File: config.mk
export PLATFORM = sky130hd
export DESIGN_NAME = obb_ctrl
export DESIGN_NICKNAME = d
export VERILOG_FILES = /design/src/rtl/obb_pkg.sv /design/src/rtl/obb_ctrl.sv
export SDC_FILE = /design/constraint.sdc
export NUM_CORES = 1
export LEC_CHECK = 0
export ABC_CLOCK_PERIOD_IN_PS = 3200
export BUFFER_PORTS_ARGS = -buffer_cell sky130_fd_sc_hd__buf_4
export CORE_ASPECT_RATIO = 0.6
export CORE_MARGIN = 2
export CORE_UTILIZATION = 40
export DETAILED_ROUTE_END_ITERATION = 16
export PLACE_DENSITY = 0.58
export SLEW_MARGIN = 20
export SYNTH_ARGS = -nofsm -noshare
export SYNTH_HDL_FRONTEND = slang
export SYNTH_SLANG_ARGS = --single-unit
File: constraint.sdc
create_clock -name clk -period 3.2 [get_ports clk]
set_input_delay 0.32 -clock clk [delete_from_list [all_inputs] [get_ports clk]]
set_output_delay 0.32 -clock clk [all_outputs]
set_load 0.005 [all_outputs]
File: src/rtl/obb_pkg.sv
// Shared types for the oriented-box overlap unit: datapath ops, operand codes, command/status.
`default_nettype none
package obb_pkg;

	typedef enum logic [3:0] {
		OP_NONE,
		OP_SQRT,
		OP_DIV,
		OP_AXIS,
		OP_CROSS,
		OP_PROJ,
		OP_LENA,
		OP_CHECK,
		OP_LOADREF,
		OP_DONE
	} op_t;

	// multiplier operand sources
	typedef enum logic [4:0] {
		SRC_MRX, SRC_MRY, SRC_MUX, SRC_MUY,
		SRC_ARX, SRC_ARY, SRC_AUX, SRC_AUY,
		SRC_TRX, SRC_TRY, SRC_TUX, SRC_TUY,
		SRC_DX, SRC_DY,
		SRC_CR0, SRC_CR1, SRC_CR2, SRC_CR3,
		SRC_HW, SRC_HH, SRC_RHW, SRC_RHH
	} src_t;

	typedef struct packed {
		logic       latch;
		op_t        op;
		logic [1:0] idx;
		logic       mul_en;
		src_t       a_sel;
		src_t       b_sel;
		logic       acc_en;
		logic       acc_clr;
	} dp_cmd_t;

	typedef struct packed {
		logic busy;
		logic is_test;
	} dp_stat_t;

endpackage
`default_nettype wire

File: src/rtl/obb_ctrl.sv
// Controller: sequencer FSM stepping a fixed micro-program and owning both handshakes.
`default_nettype none
module obb_ctrl import obb_pkg::*; (
	input  logic     clk,
	input  logic     arst_n,
	input  logic     in_valid,
	output logic     in_ready,
	output logic     out_valid,
	input  logic     out_ready,
	input  dp_stat_t stat,
	output dp_cmd_t  dcmd
);
	localparam int PCW = 7;
	localparam logic [PCW-1:0] PC_LOAD = 7'd16;
	localparam logic [PCW-1:0] PC_DOT  = 7'd17;
	localparam logic [PCW-1:0] PC_AXIS = 7'd49;
	localparam logic [PCW-1:0] PC_DONE = 7'd65;
	localparam dp_cmd_t CMD_NOP = '{latch: 1'b0, op: OP_NONE, idx: 2'd0, mul_en: 1'b0,
		a_sel: SRC_MRX, b_sel: SRC_MRX, acc_en: 1'b0, acc_clr: 1'b0};

	typedef enum logic [2:0] {
		S_IDLE = 3'b001,
		S_RUN  = 3'b010,
		S_WAIT = 3'b100
	} state_t;

	state_t         state_q, state_d;
	logic [PCW-1:0] pc_q, pc_d;
	logic           out_valid_q, out_set;

	function automatic dp_cmd_t micro(input logic [PCW-1:0] pc);
		dp_cmd_t        c;
		logic [PCW-1:0] q;
		logic           v;
		logic [2:0]     p;
		logic [1:0]     s;
		src_t           a0, b0, a1, b1;
		c  = CMD_NOP;
		q  = '0;
		v  = pc[3];
		p  = '0;
		s  = '0;
		a0 = SRC_MRX;
		b0 = SRC_MRX;
		a1 = SRC_MRX;
		b1 = SRC_MRX;
		if (pc < PC_LOAD) begin
			// normalize right axis, then up axis
			case (pc[2:0])
				3'd0: begin
					c.mul_en = 1'b1;
					c.a_sel  = v ? SRC_MUX : SRC_MRX;
					c.b_sel  = c.a_sel;
				end
				3'd1: begin
					c.acc_en  = 1'b1;
					c.acc_clr = 1'b1;
					c.mul_en  = 1'b1;
					c.a_sel   = v ? SRC_MUY : SRC_MRY;
					c.b_sel   = c.a_sel;
				end
				3'd2: c.acc_en = 1'b1;
				3'd3: c.op = OP_SQRT;
				3'd4: begin c.op = OP_DIV;  c.idx = {v, 1'b0}; end
				3'd5: begin c.op = OP_AXIS; c.idx = {v, 1'b0}; end
				3'd6: begin c.op = OP_DIV;  c.idx = {v, 1'b1}; end
				default: begin c.op = OP_AXIS; c.idx = {v, 1'b1}; end
			endcase
		end else if (pc == PC_LOAD) begin
			c.op = OP_LOADREF;
		end else if (pc < PC_AXIS) begin
			// four cross dots of unit axes, then four center-offset dots
			q = pc - PC_DOT;
			p = q[4:2];
			s = q[1:0];
			case (p)
				3'd0: begin a0 = SRC_ARX; b0 = SRC_TRX; a1 = SRC_ARY; b1 = SRC_TRY; end
				3'd1: begin a0 = SRC_ARX; b0 = SRC_TUX; a1 = SRC_ARY; b1 = SRC_TUY; end
				3'd2: begin a0 = SRC_AUX; b0 = SRC_TRX; a1 = SRC_AUY; b1 = SRC_TRY; end
				3'd3: begin a0 = SRC_AUX; b0 = SRC_TUX; a1 = SRC_AUY; b1 = SRC_TUY; end
				3'd4: begin a0 = SRC_ARX; b0 = SRC_DX;  a1 = SRC_ARY; b1 = SRC_DY;  end
				3'd5: begin a0 = SRC_AUX; b0 = SRC_DX;  a1 = SRC_AUY; b1 = SRC_DY;  end
				3'd6: begin a0 = SRC_TRX; b0 = SRC_DX;  a1 = SRC_TRY; b1 = SRC_DY;  end
				default: begin a0 = SRC_TUX; b0 = SRC_DX; a1 = SRC_TUY; b1 = SRC_DY; end
			endcase
			case (s)
				2'd0: begin c.mul_en = 1'b1; c.a_sel = a0; c.b_sel = b0; end
				2'd1: begin
					c.mul_en  = 1'b1;
					c.a_sel   = a1;
					c.b_sel   = b1;
					c.acc_en  = 1'b1;
					c.acc_clr = 1'b1;
				end
				2'd2: c.acc_en = 1'b1;
				default: begin
					c.op  = p[2] ? OP_PROJ : OP_CROSS;
					c.idx = p[1:0];
				end
			endcase
		end else if (pc < PC_DONE) begin
			// per axis: own extent + two projected extents, then compare
			q = pc - PC_AXIS;
			s = q[1:0];
			case (q[3:2])
				2'd0: begin a0 = SRC_CR0; b0 = SRC_HW;  a1 = SRC_CR1; b1 = SRC_HH;  end
				2'd1: begin a0 = SRC_CR2; b0 = SRC_HW;  a1 = SRC_CR3; b1 = SRC_HH;  end
				2'd2: begin a0 = SRC_CR0; b0 = SRC_RHW; a1 = SRC_CR2; b1 = SRC_RHH; end
				default: begin a0 = SRC_CR1; b0 = SRC_RHW; a1 = SRC_CR3; b1 = SRC_RHH; end
			endcase
			c.idx = q[3:2];
			case (s)
				2'd0: begin c.op = OP_LENA; c.mul_en = 1'b1; c.a_sel = a0; c.b_sel = b0; end
				2'd1: begin c.acc_en = 1'b1; c.mul_en = 1'b1; c.a_sel = a1; c.b_sel = b1; end
				2'd2: c.acc_en = 1'b1;
				default: c.op = OP_CHECK;
			endcase
		end else begin
			c.op = OP_DONE;
		end
		return c;
	endfunction

	always_comb begin
		state_d  = state_q;
		pc_d     = pc_q;
		out_set  = 1'b0;
		in_ready = 1'b0;
		dcmd     = CMD_NOP;
		case (state_q)
			S_IDLE: begin
				in_ready = 1'b1;
				if (in_valid) begin
					dcmd.latch = 1'b1;
					pc_d       = '0;
					state_d    = S_RUN;
				end
			end
			S_RUN: begin
				dcmd = micro(pc_q);
				if (dcmd.op == OP_SQRT || dcmd.op == OP_DIV) begin
					pc_d    = pc_q + 1'b1;
					state_d = S_WAIT;
				end else if (dcmd.op == OP_LOADREF && !stat.is_test) begin
					state_d = S_IDLE;
				end else if (dcmd.op == OP_DONE) begin
					if (!out_valid_q || out_ready) begin
						out_set = 1'b1;
						state_d = S_IDLE;
					end else begin
						dcmd.op = OP_NONE;
					end
				end else begin
					pc_d = pc_q + 1'b1;
				end
			end
			S_WAIT: begin
				if (!stat.busy) begin
					state_d = S_RUN;
				end
			end
			default: state_d = S_IDLE;
		endcase
	end

	always_ff @(posedge clk or negedge arst_n) begin
		if (!arst_n) begin
			state_q     <= S_IDLE;
			pc_q        <= '0;
			out_valid_q <= 1'b0;
		end else begin
			state_q <= state_d;
			pc_q    <= pc_d;
			if (out_set) begin
				out_valid_q <= 1'b1;
			end else if (out_ready) begin
				out_valid_q <= 1'b0;
			end
		end
	end

	assign out_valid = out_valid_q;

endmodule
`default_nettype wire

### Word-level counts from Yosys, hierarchy flattened

Cells that the tools add are included.

| word-level totals | value |
|---|---|
| output and inout bits | 22 |
| word-level logic and storage cells | 127 |
| memories kept | 0 |
| input bits | 6 |
| bits in registers | 11 |
| latch bits | 0 |
| RAM bits | 0 |
| ROM bits | 0 |

| cells by class | value |
|---|---|
| mux-type cells | 58 |
| $mul | 0 |
| add/subtract/negate cells | 3 |
| divide/modulo/power cells | 0 |
| bitwise gates (word level) | 0 |
| $lt $le $gt $ge | 3 |
| shifts and indexed selects | 0 |
| equality and inequality tests | 32 |
| reduce and logical (&&, ||, !) cells | 28 |

Operators by type and width:

| cell | number |
|---|---|
| $pmux W11 S2 | 3 |
| $mux W19 | 3 |
| $mux W7 | 4 |
| $mux W3 | 8 |
| $mux W4 | 6 |
| $pmux W4 S3 | 2 |
| $eq A3 B3 Y1 const B | 7 |
| $pmux W5 S2 | 2 |
| $mux W18 | 1 |
| $pmux W3 S2 | 3 |
| $reduce_or A2 Y1 | 9 |
| $mux W1 | 17 |
| $eq A3 B2 Y1 const B | 5 |
| $mux W15 | 1 |
| $mux W14 | 1 |
| $pmux W7 S2 | 1 |
| $reduce_or A3 Y1 | 4 |
| $eq A3 B1 Y1 const B | 3 |
| $pmux W3 S3 | 1 |
| $eq A4 B4 Y1 const B | 2 |
| $ne A4 B4 Y1 const B | 2 |
| $reduce_and A4 Y1 | 2 |
| $add A7 B1 Y7 const B | 1 |
| $eq A7 B5 Y1 const B | 1 |
| 22 further kinds | 35 |

### Depth between registers and ports, before layout

Gate-level depths: netlist of run 1.

| depth | value |
|---|---|
| depth after elaboration | 16 |
| depth in mapped cells | 8 |

### Least setup slack after synthesis of run 1

OpenSTA, ideal clock, no wires.

| timing | value |
|---|---|
| kind | register -> output |
| from | reg pc_q[0] |
| to | out dcmd[15] in the netlist's numbering |
| cell stages (with the launch flop) | 8 |
| required time | 2.880 ns |
| path buffers | 0 |
| slack | 0.776 ns |
| arrival time | 2.104 ns |
| cell sequence | dfrtp_1 -> inv_1 -> ha_1 -> nor3b_1 -> xnor2_1 -> a31oi_1 -> a211o_2 -> a211oi_1 |

RTL lines:

| element | line | text |
|---|---|---|
| start, declared | obb_ctrl.sv:28 | `logic [PCW-1:0] pc_q, pc_d;` |
| start signal, assigned | obb_ctrl.sv:173 | `pc_q <= pc_d;` |
| end, declared | obb_ctrl.sv:11 | `output dp_cmd_t dcmd` |

==> metrics.log, run 1 <==
INFO  metric run_status = finished clean
INFO  metric timing.critical_path.cells = inv_1, ha_1, nor3b_2, xnor2_2, a31oi_1, a211o_2, a211oi_1, buf_4
INFO  metric comb_power_share = 60.8%
INFO  metric synthesis.area = 0.00137 mm^2
INFO  metric critical_path_class = reg2out
INFO  metric worstPathMaxFanout = 10
INFO  metric layout_min_cycle_time = 2.91 ns
INFO  metric power.switching_fraction = 48.2%
INFO  metric drive_gt1_share = a little over a quarter
INFO  metric drt_drc_violations_left = 0
INFO  metric synth.area.mux_share = ~1.8%
INFO  metric placementRows = 16
INFO  metric synth-adder-area-share = approximately 7.3%
INFO  metric reg2reg_from = pc_q[2]$_DFFE_PN0P_
INFO  metric area_growth_syn_to_layout = 20.4%
INFO  metric clk_pin_slew_worst_paths = roughly 0.050 ns
INFO  metric setup_tns = 0 ns
INFO  metric floorplan.initialDensity = a little over two fifths
INFO  metric cts_root_buf = sky130_fd_sc_hd__clkbuf_8
INFO  metric cts.sinks = 11
INFO  metric chipHeight = 49.3 um
INFO  metric totalWireLength = a little over 4000 um
INFO  metric tritoncts.num_buffers = 3
INFO  metric grt_start_max_net_pins = 17
INFO  metric cp-end-kind = output port
INFO  metric yosys.area_share.xor_xnor = just under 2%
INFO  metric die_area = ~0.0039 mm^2
INFO  metric cts_tree = yes
INFO  metric post_synth_inst_count = between 150 and 200
INFO  metric tightestPinTransition = around 0.81 ns
INFO  metric synth.net_count = 193
INFO  metric first_pass_iters = 6
INFO  metric synth_enable_flop_cells = 0
INFO  metric cts_buffer_depth = 2
INFO  metric setup_repair_after_global_routing_missed_its_margin = false
INFO  metric maxSlewViolCount = 0
INFO  metric min-delay-start = in_valid
INFO  metric n_antenna_cell = 0
INFO  metric leakage = 0.692 nW
INFO  metric grt_antenna_before_repair = 0
INFO  metric globalplace.congestion = 0.883
INFO  metric detailedRoute.firstIterationViolations = 195
INFO  metric final_cell_mix = sky130_fd_sc_hd__buf_4 (33), sky130_fd_sc_hd__nor2_1 (19), sky130_fd_sc_hd__nand2_1 (17)
INFO  metric total_switching_power = roughly 0.42 mW
INFO  metric drt.antenna.violating_nets = 0
INFO  metric netlist.area_leader.share = a little under a fifth
INFO  metric powerDensity = approximately 540 mW/mm^2
INFO  metric synth.yosys.warnings = 0
INFO  metric worstSetupStartpointType = flip-flop
INFO  metric avgViaCountPerCell = around 6.1
INFO  metric layout_commonest_cell = sky130_fd_sc_hd__buf_4
INFO  metric grt_pass1_wl = 6260 um
INFO  metric critPathLaunch = pc_q[0]$_DFFE_PN0P_
INFO  metric hp_class = in2reg
INFO  metric preCtsSetupSlack = between 0.3 and 0.4 ns
INFO  metric synth_compound_area_share = 30.0%
INFO  metric hold_violations = 0
INFO  metric critPathRequiredTime = approximately 2.9 ns
INFO  metric synth_top_family_by_area = compound AO/OA/AOI/OAI gates
INFO  metric ff_latch_count_synth = 11
INFO  metric globalRouteTotalUtil = around a fifth
INFO  metric final_nets = between 200 and 250
INFO  metric insertion_delay = 0.24 ns
INFO  metric postSynth.topFlopCell = sky130_fd_sc_hd__dfrtp_1
INFO  metric synth_simple_gate_area_share = around 30%
INFO  metric postSynthAreaPerCell = about 7.6 um^2
INFO  metric power_frac_clock = between 10% and 20%
INFO  metric fin_worst_skew = approximately 0.0019 ns
INFO  metric h-tree-depth = 1
INFO  metric dp_hpwl = just over 3000 um
INFO  metric first_global_vias = about 1200
INFO  metric synth_seq_area_share = between 20% and 30%
INFO  metric ys_async_sr_fraction = 100%
INFO  metric grt-ovfl-total = 0
INFO  metric netlist-cell-type-count = 54
INFO  metric ioPinCount = 28
INFO  metric floorplan.core_area = ~0.0033 mm^2
INFO  metric synth.largest_area_cell = sky130_fd_sc_hd__dfrtp_1
INFO  metric internal_power = approximately 0.46 mW
INFO  metric worst_ep_arrival = around 2.6 ns
INFO  metric drv.max_cap_violation_count = 0
INFO  metric maxClockFrequency = 343 MHz
INFO  metric detailroute.via_count = 1531
INFO  metric cp_slowest_stage_delay = 0.47 ns
INFO  metric max_slew_margin = 45.5%
INFO  metric port_buffers = 27
INFO  metric slowest_stage = sky130_fd_sc_hd__dfrtp_1
INFO  metric count_of_endpoints_failing_setup_in_the_final_report = 0
INFO  metric synth.top_cells.by_area = sky130_fd_sc_hd__dfrtp_1 (18%), sky130_fd_sc_hd__ha_1 (7.3%), sky130_fd_sc_hd__a21oi_1 (5.9%), sky130_fd_sc_hd__nor2_1 (5.2%), sky130_fd_sc_hd__o21ai_0 (5.1%)
INFO  metric setup_ws = approximately 0.29 ns
INFO  metric irDropWorstVdd = about 0.00025 V
INFO  metric die_x = ~79 um
INFO  metric share_seq_of_total_power = roughly 23%
INFO  metric detail_routed_net_length_per_standard_cell = 16.1 um
INFO  metric final.period_utilization = approximately nine tenths
path summary, 6_finish.rpt:
path,end,slack (ns),cells past startpoint
hold reg to reg,out_valid$_DFFE_PN0P_,0.55,2
setup reg to reg,pc_q[0]$_DFFE_PN0P_,0.72,5
min in group asynchronous,pc_q[4]$_DFFE_PN0P_,0.45,2
setup / recovery,dcmd[15],0.29,8
max in group asynchronous,state_q[0]$_DFFE_PN1P_,2.52,2
hold / removal,state_q[0]$_DFFE_PN1P_,0.37,4
final cells by class:
type	instances	area, um^2
timing repair buffer	34	258
multi-input combinational	149	982
tap	45	56.3
clock buffer	4	45.0
inverter	7	26.3
sequential	11	277
fill	331	1620
power groups by stage:
| stage | Clock (mW) | Sequential, mW | Combinational, mW |
|---|---|---|---|
| 6_report | 0.141 | 0.204 | 0.536 |
| 2_1_floorplan | 0 | 0.187 | 0.400 |
| 4_1_cts | 0.143 | 0.204 | 0.513 |
| 5_1_grt | 0.152 | 0.211 | 0.581 |
| 3_5_place_dp | 0 | 0.205 | 0.509 |
| 3_3_place_gp | 0 | 0.203 | 0.507 |
synth_stat cells (3+ instances only):
cell                        number
sky130_fd_sc_hd__nor2_1         19
sky130_fd_sc_hd__nand2_1        17
sky130_fd_sc_hd__a21oi_1        16
sky130_fd_sc_hd__o21ai_0        14
sky130_fd_sc_hd__nand3_1        12
sky130_fd_sc_hd__dfrtp_1        10
sky130_fd_sc_hd__ha_1            8
sky130_fd_sc_hd__inv_1           7
sky130_fd_sc_hd__buf_6           5
sky130_fd_sc_hd__clkbuf_1        5
sky130_fd_sc_hd__nor3_1          5
sky130_fd_sc_hd__nor3b_1         4
sky130_fd_sc_hd__a21o_1          3
sky130_fd_sc_hd__a31oi_1         3
sky130_fd_sc_hd__and3_1          3
sky130_fd_sc_hd__o2111ai_1       3
kinds of logic after synthesis:
| logic type | Yosys count |
|---|---|
| simple gates | 78 |
| compound gates | 58 |
| buf+inv | 19 |
| flops | 11 |
| fa+ha+maj | 8 |
| xor+xnor | 3 |
| mux | 2 |
layer usage:
layer  routed length (um)  share of wire (%)  track usage, %  vias up
li1                     -                  -               -      720
met4                   21               0.52            3.16        0
met5                    0                  0               0        -
met3                  344                8.5            4.63        4
met2                 1720                 43            27.1       77
met1                 1940                 48            32.7      730
state kept, by name, summed over array words and instances (netlist names):
name / flops
state_q: 3
out_valid: 1
pc_q: 7
metrics by stage:
| step | util, % | hold WS (ns) | cell area [um^2] | power, mW | cells |
|---|---|---|---|---|---|
| CTS | 50.0 | 0.374 | 1630 | 0.860 | 250 |
| global placement | 48.3 | 0.165 | 1580 | 0.710 | 245 |
| detailed placement | 48.3 | 0.164 | 1580 | 0.714 | 245 |
| global route | 50.4 | 0.410 | 1640 | 0.944 | 250 |
| floorplan | - | 0.0244 | 1370 | 0.586 | 179 |
| finish | 50.4 | 0.368 | 1640 | 0.881 | 250 |
critical path, delay by kind of cell, from the launching register on:
kind | cells | cell delay (ns)
XOR/XNOR | 1 | 0.22
flip-flops | 1 | 0.47
buffers and inverters | 2 | 0.30
adder cells (fa/ha/maj) | 1 | 0.32
AO/OA/AOI/OAI | 3 | 0.68
AND/OR/NAND/NOR | 1 | 0.35
timing repair:
action                                  CTS  global route
hold buffers                              1             0
hold endpoints to repair                 10             0
setup buffers                             0             0
gates resized for setup                   0             2
endpoints found under the setup margin    0             1
Power figures use the tool's default switching activity.
==> run 2, diff against run 1 <==
--- a/config.mk
+++ b/config.mk
@@ -12,6 +12,7 @@
 export CORE_UTILIZATION = 40
 export DETAILED_ROUTE_END_ITERATION = 16
 export PLACE_DENSITY = 0.58
+export REMOVE_ABC_BUFFERS = 1
 export SLEW_MARGIN = 20
 export SYNTH_ARGS = -nofsm -noshare
 export SYNTH_HDL_FRONTEND = slang
==> run 2 against run 1 <==
Highest routed layer unchanged. Global-route usage up 0.91 points. Cell count unchanged. Utilization unchanged. Critical endpoint unchanged. Largest power group unchanged. Critical path depth unchanged. Die area unchanged. Sequential power about the same. Via count down 0.39%. Register-to-register slack better by 0.06 ns. Power up 0.17%. Sequential cell count unchanged.
==> metrics.log, run 2 (synthesized netlist as in run 1, its figures left out) <==
INFO  metric maxClockFrequency = 336 MHz (was 343 MHz)
INFO  metric drt.antenna.violating_nets = 0 (unchanged)
INFO  metric maxSlewViolCount = 0 (unchanged)
INFO  metric grt_start_max_net_pins = 17 (unchanged)
INFO  metric layout.area.seq = 277 um^2 (unchanged)
INFO  metric powerDensity = 537 mW/mm^2 (was 536 mW/mm^2)
INFO  metric tightestPinTransition = 0.682 ns (was 0.811 ns)
INFO  metric globalplace.congestion = 0.868 (was 0.883)
INFO  metric detail_routed_net_length_per_standard_cell = 16.5 um (was 16.1 um)
INFO  metric final.period_utilization = 93.0% (was 91.0%)
INFO  metric leakage = 0.693 nW (was 0.692 nW)
INFO  metric worst_ep_arrival = 2.66 ns (was 2.59 ns)
INFO  metric avgViaCountPerCell = 6.10 (was 6.12)
INFO  metric critPathLaunch = pc_q[0]$_DFFE_PN0P_ (unchanged)
INFO  metric layout_commonest_cell = sky130_fd_sc_hd__buf_4 (unchanged)
INFO  metric cts_root_buf = sky130_fd_sc_hd__clkbuf_8 (unchanged)
INFO  metric critPathRequiredTime = 2.88 ns (about the same)
INFO  metric dp_hpwl = 3080 um (was 3050 um)
INFO  metric worstPathMaxFanout = 10 (unchanged)
INFO  metric setup_repair_after_global_routing_missed_its_margin = false (unchanged)
INFO  metric min-delay-start = out_ready (was in_valid)
INFO  metric floorplan.initialDensity = 41.8% (unchanged)
INFO  metric detailroute.via_count = 1525 (was 1531)
INFO  metric hold_violations = 0 (unchanged)
INFO  metric totalWireLength = 4130 um (was 4030 um)
INFO  metric final_nets = 220 (unchanged)
INFO  metric hp_class = in2reg (unchanged)
INFO  metric first_pass_iters = 5 (was 6)
INFO  metric critical_path.n_buffers_inverters = 2 (unchanged)
INFO  metric max_slew_margin = 54.5% (was 45.5%)
INFO  metric slowest_stage = sky130_fd_sc_hd__dfrtp_1 (unchanged)
INFO  metric run_status = finished clean (unchanged)
INFO  metric worstSetupStartpointType = flip-flop (unchanged)
INFO  metric crit_family = compound AO/OA/AOI/OAI gates (unchanged)
INFO  metric die_area = 0.00391 mm^2 (unchanged)
INFO  metric n_antenna_cell = 0 (unchanged)
INFO  metric cp-end-kind = output port (unchanged)
INFO  metric cts.sinks = 11 (unchanged)
INFO  metric ioPinCount = 28 (unchanged)
INFO  metric drt_drc_violations_left = 0 (unchanged)
INFO  metric count_of_endpoints_failing_setup_in_the_final_report = 0 (unchanged)
INFO  metric max_flop_register = pc_q (unchanged)
INFO  metric floorplan.core_area = 0.00326 mm^2 (unchanged)
INFO  metric clk_pin_slew_worst_paths = 0.05 ns (about the same)
INFO  metric irDropWorstVdd = 0.000311 V (was 0.000250 V)
INFO  metric reg2reg_from = pc_q[1]$_DFFE_PN0P_ (was pc_q[2]$_DFFE_PN0P_)
INFO  metric grt_pass1_wl = 6630 um (was 6260 um)
INFO  metric postCtsSetupBuffers = 0 (unchanged)
INFO  metric critical_path_class = reg2out (unchanged)
INFO  metric port_buffers = 27 (unchanged)
INFO  metric cts_buffer_depth = 2 (unchanged)
INFO  metric cp_slowest_stage_delay = 0.49 ns (was 0.47 ns)
INFO  metric cts_tree = yes (unchanged)
INFO  metric placementRows = 16 (unchanged)
INFO  metric area_growth_syn_to_layout = 20.4% (unchanged)
INFO  metric tritoncts.num_buffers = 3 (unchanged)
INFO  metric drv.max_cap_violation_count = 0 (unchanged)
INFO  metric fillCellCount = 315 (was 331)
INFO  metric fin_worst_skew = 0.00245 ns (was 0.00193 ns)
INFO  metric detailedRoute.firstIterationViolations = 198 (was 195)
INFO  metric h-tree-depth = 1 (unchanged)
INFO  metric power = 0.883 mW (was 0.881 mW)
INFO  metric drive_gt1_share = 26.3% (unchanged)
INFO  metric layout_min_cycle_time = 2.98 ns (was 2.91 ns)
INFO  metric grt-ovfl-total = 0 (unchanged)
INFO  metric flip_flop_count_of_the_largest_register_all_copies_and_words_added = 7 (unchanged)
INFO  metric first_global_vias = 1303 (was 1240)
INFO  metric globalRouteTotalUtil = 21.2% (was 20.3%)
INFO  metric setup_tns = 0 ns (unchanged)
INFO  metric die_x = 79.4 um (unchanged)
INFO  metric grt_antenna_before_repair = 0 (unchanged)
INFO  metric chipHeight = 49.3 um (unchanged)
INFO  metric insertion_delay = 0.24 ns (about the same)
INFO  metric timing.critical_path.cells = inv_1, ha_1, nor3b_2, xnor2_2, a31oi_1, a211o_2, a211oi_1, buf_4 (unchanged)
INFO  metric final_cell_mix = sky130_fd_sc_hd__buf_4 (33), sky130_fd_sc_hd__nor2_1 (19), sky130_fd_sc_hd__nand2_1 (17) (unchanged)
INFO  metric multi_input_area = 982 um^2 (unchanged)
-- run 2: tightest hold or removal path: stages --
cell                       delay, ns
sky130_fd_sc_hd__buf_4          0.08
sky130_fd_sc_hd__nand2b_1       0.10
sky130_fd_sc_hd__o21ai_0        0.08
-- run 2: path summary, 6_finish.rpt --
kind / slack, ns / cells after the start / end
setup / recovery: 0.22 / 8 / dcmd[15]
hold / removal: 0.39 / 3 / out_valid$_DFFE_PN0P_
setup reg to reg: 0.78 / 5 / pc_q[0]$_DFFE_PN0P_
hold reg to reg: 0.54 / 2 / out_valid$_DFFE_PN0P_
max in group asynchronous: 2.51 / 2 / state_q[0]$_DFFE_PN1P_
min in group asynchronous: 0.47 / 2 / pc_q[3]$_DFFE_PN0P_
-- run 2: cell type report --
| class | count | area share [%] |
|---|---|---|
| tap | 45 | 3.42 |
| inverter | 7 | 1.60 |
| multi-input combinational | 149 | 59.7 |
| timing repair buffer | 34 | 15.7 |
| sequential | 11 | 16.8 |
| clock buffer | 4 | 2.74 |
-- run 2: stage by stage --
step | hold WS [ns] | instances | area (um^2) | utilization (%) | setup WS, ns
after floorplan | 0.0244 | 167 | 1270 | - | 0.776
after global placement | 0.164 | 245 | 1580 | 48.3 | 0.491
after detailed placement | 0.167 | 245 | 1580 | 48.3 | 0.355
after CTS | 0.388 | 250 | 1630 | 50.0 | 0.0859
after global routing | 0.404 | 250 | 1640 | 50.4 | 0.0959
final | 0.393 | 250 | 1640 | 50.4 | 0.223
-- run 2: what timing repair did --
item	4_1_cts	5_1_grt
endpoints found under the setup margin	0	1
gates resized for setup	0	2
hold buffers	1	0
endpoints found under the hold margin	10	0
-- run 2: layer usage --
metal | wire [um] | global-route usage (%) | vias to the layer above | share of wire, %
li1 | - | - | 718 | -
met2 | 1730 | 27.8 | 55 | 42
met5 | 0 | 0 | - | 0
met1 | 2100 | 35.1 | 750 | 51
met4 | 11 | 2.30 | 0 | 0.27
met3 | 286 | 4.63 | 2 | 6.9
-- run 2: power by group --
group          total, mW  switching, mW  internal [mW]  leakage, nW
clock              0.139         0.0517         0.0874       0.0228
sequential         0.206         0.0434          0.163        0.149
combinational      0.537          0.331          0.207        0.522
total              0.883          0.426          0.457        0.693
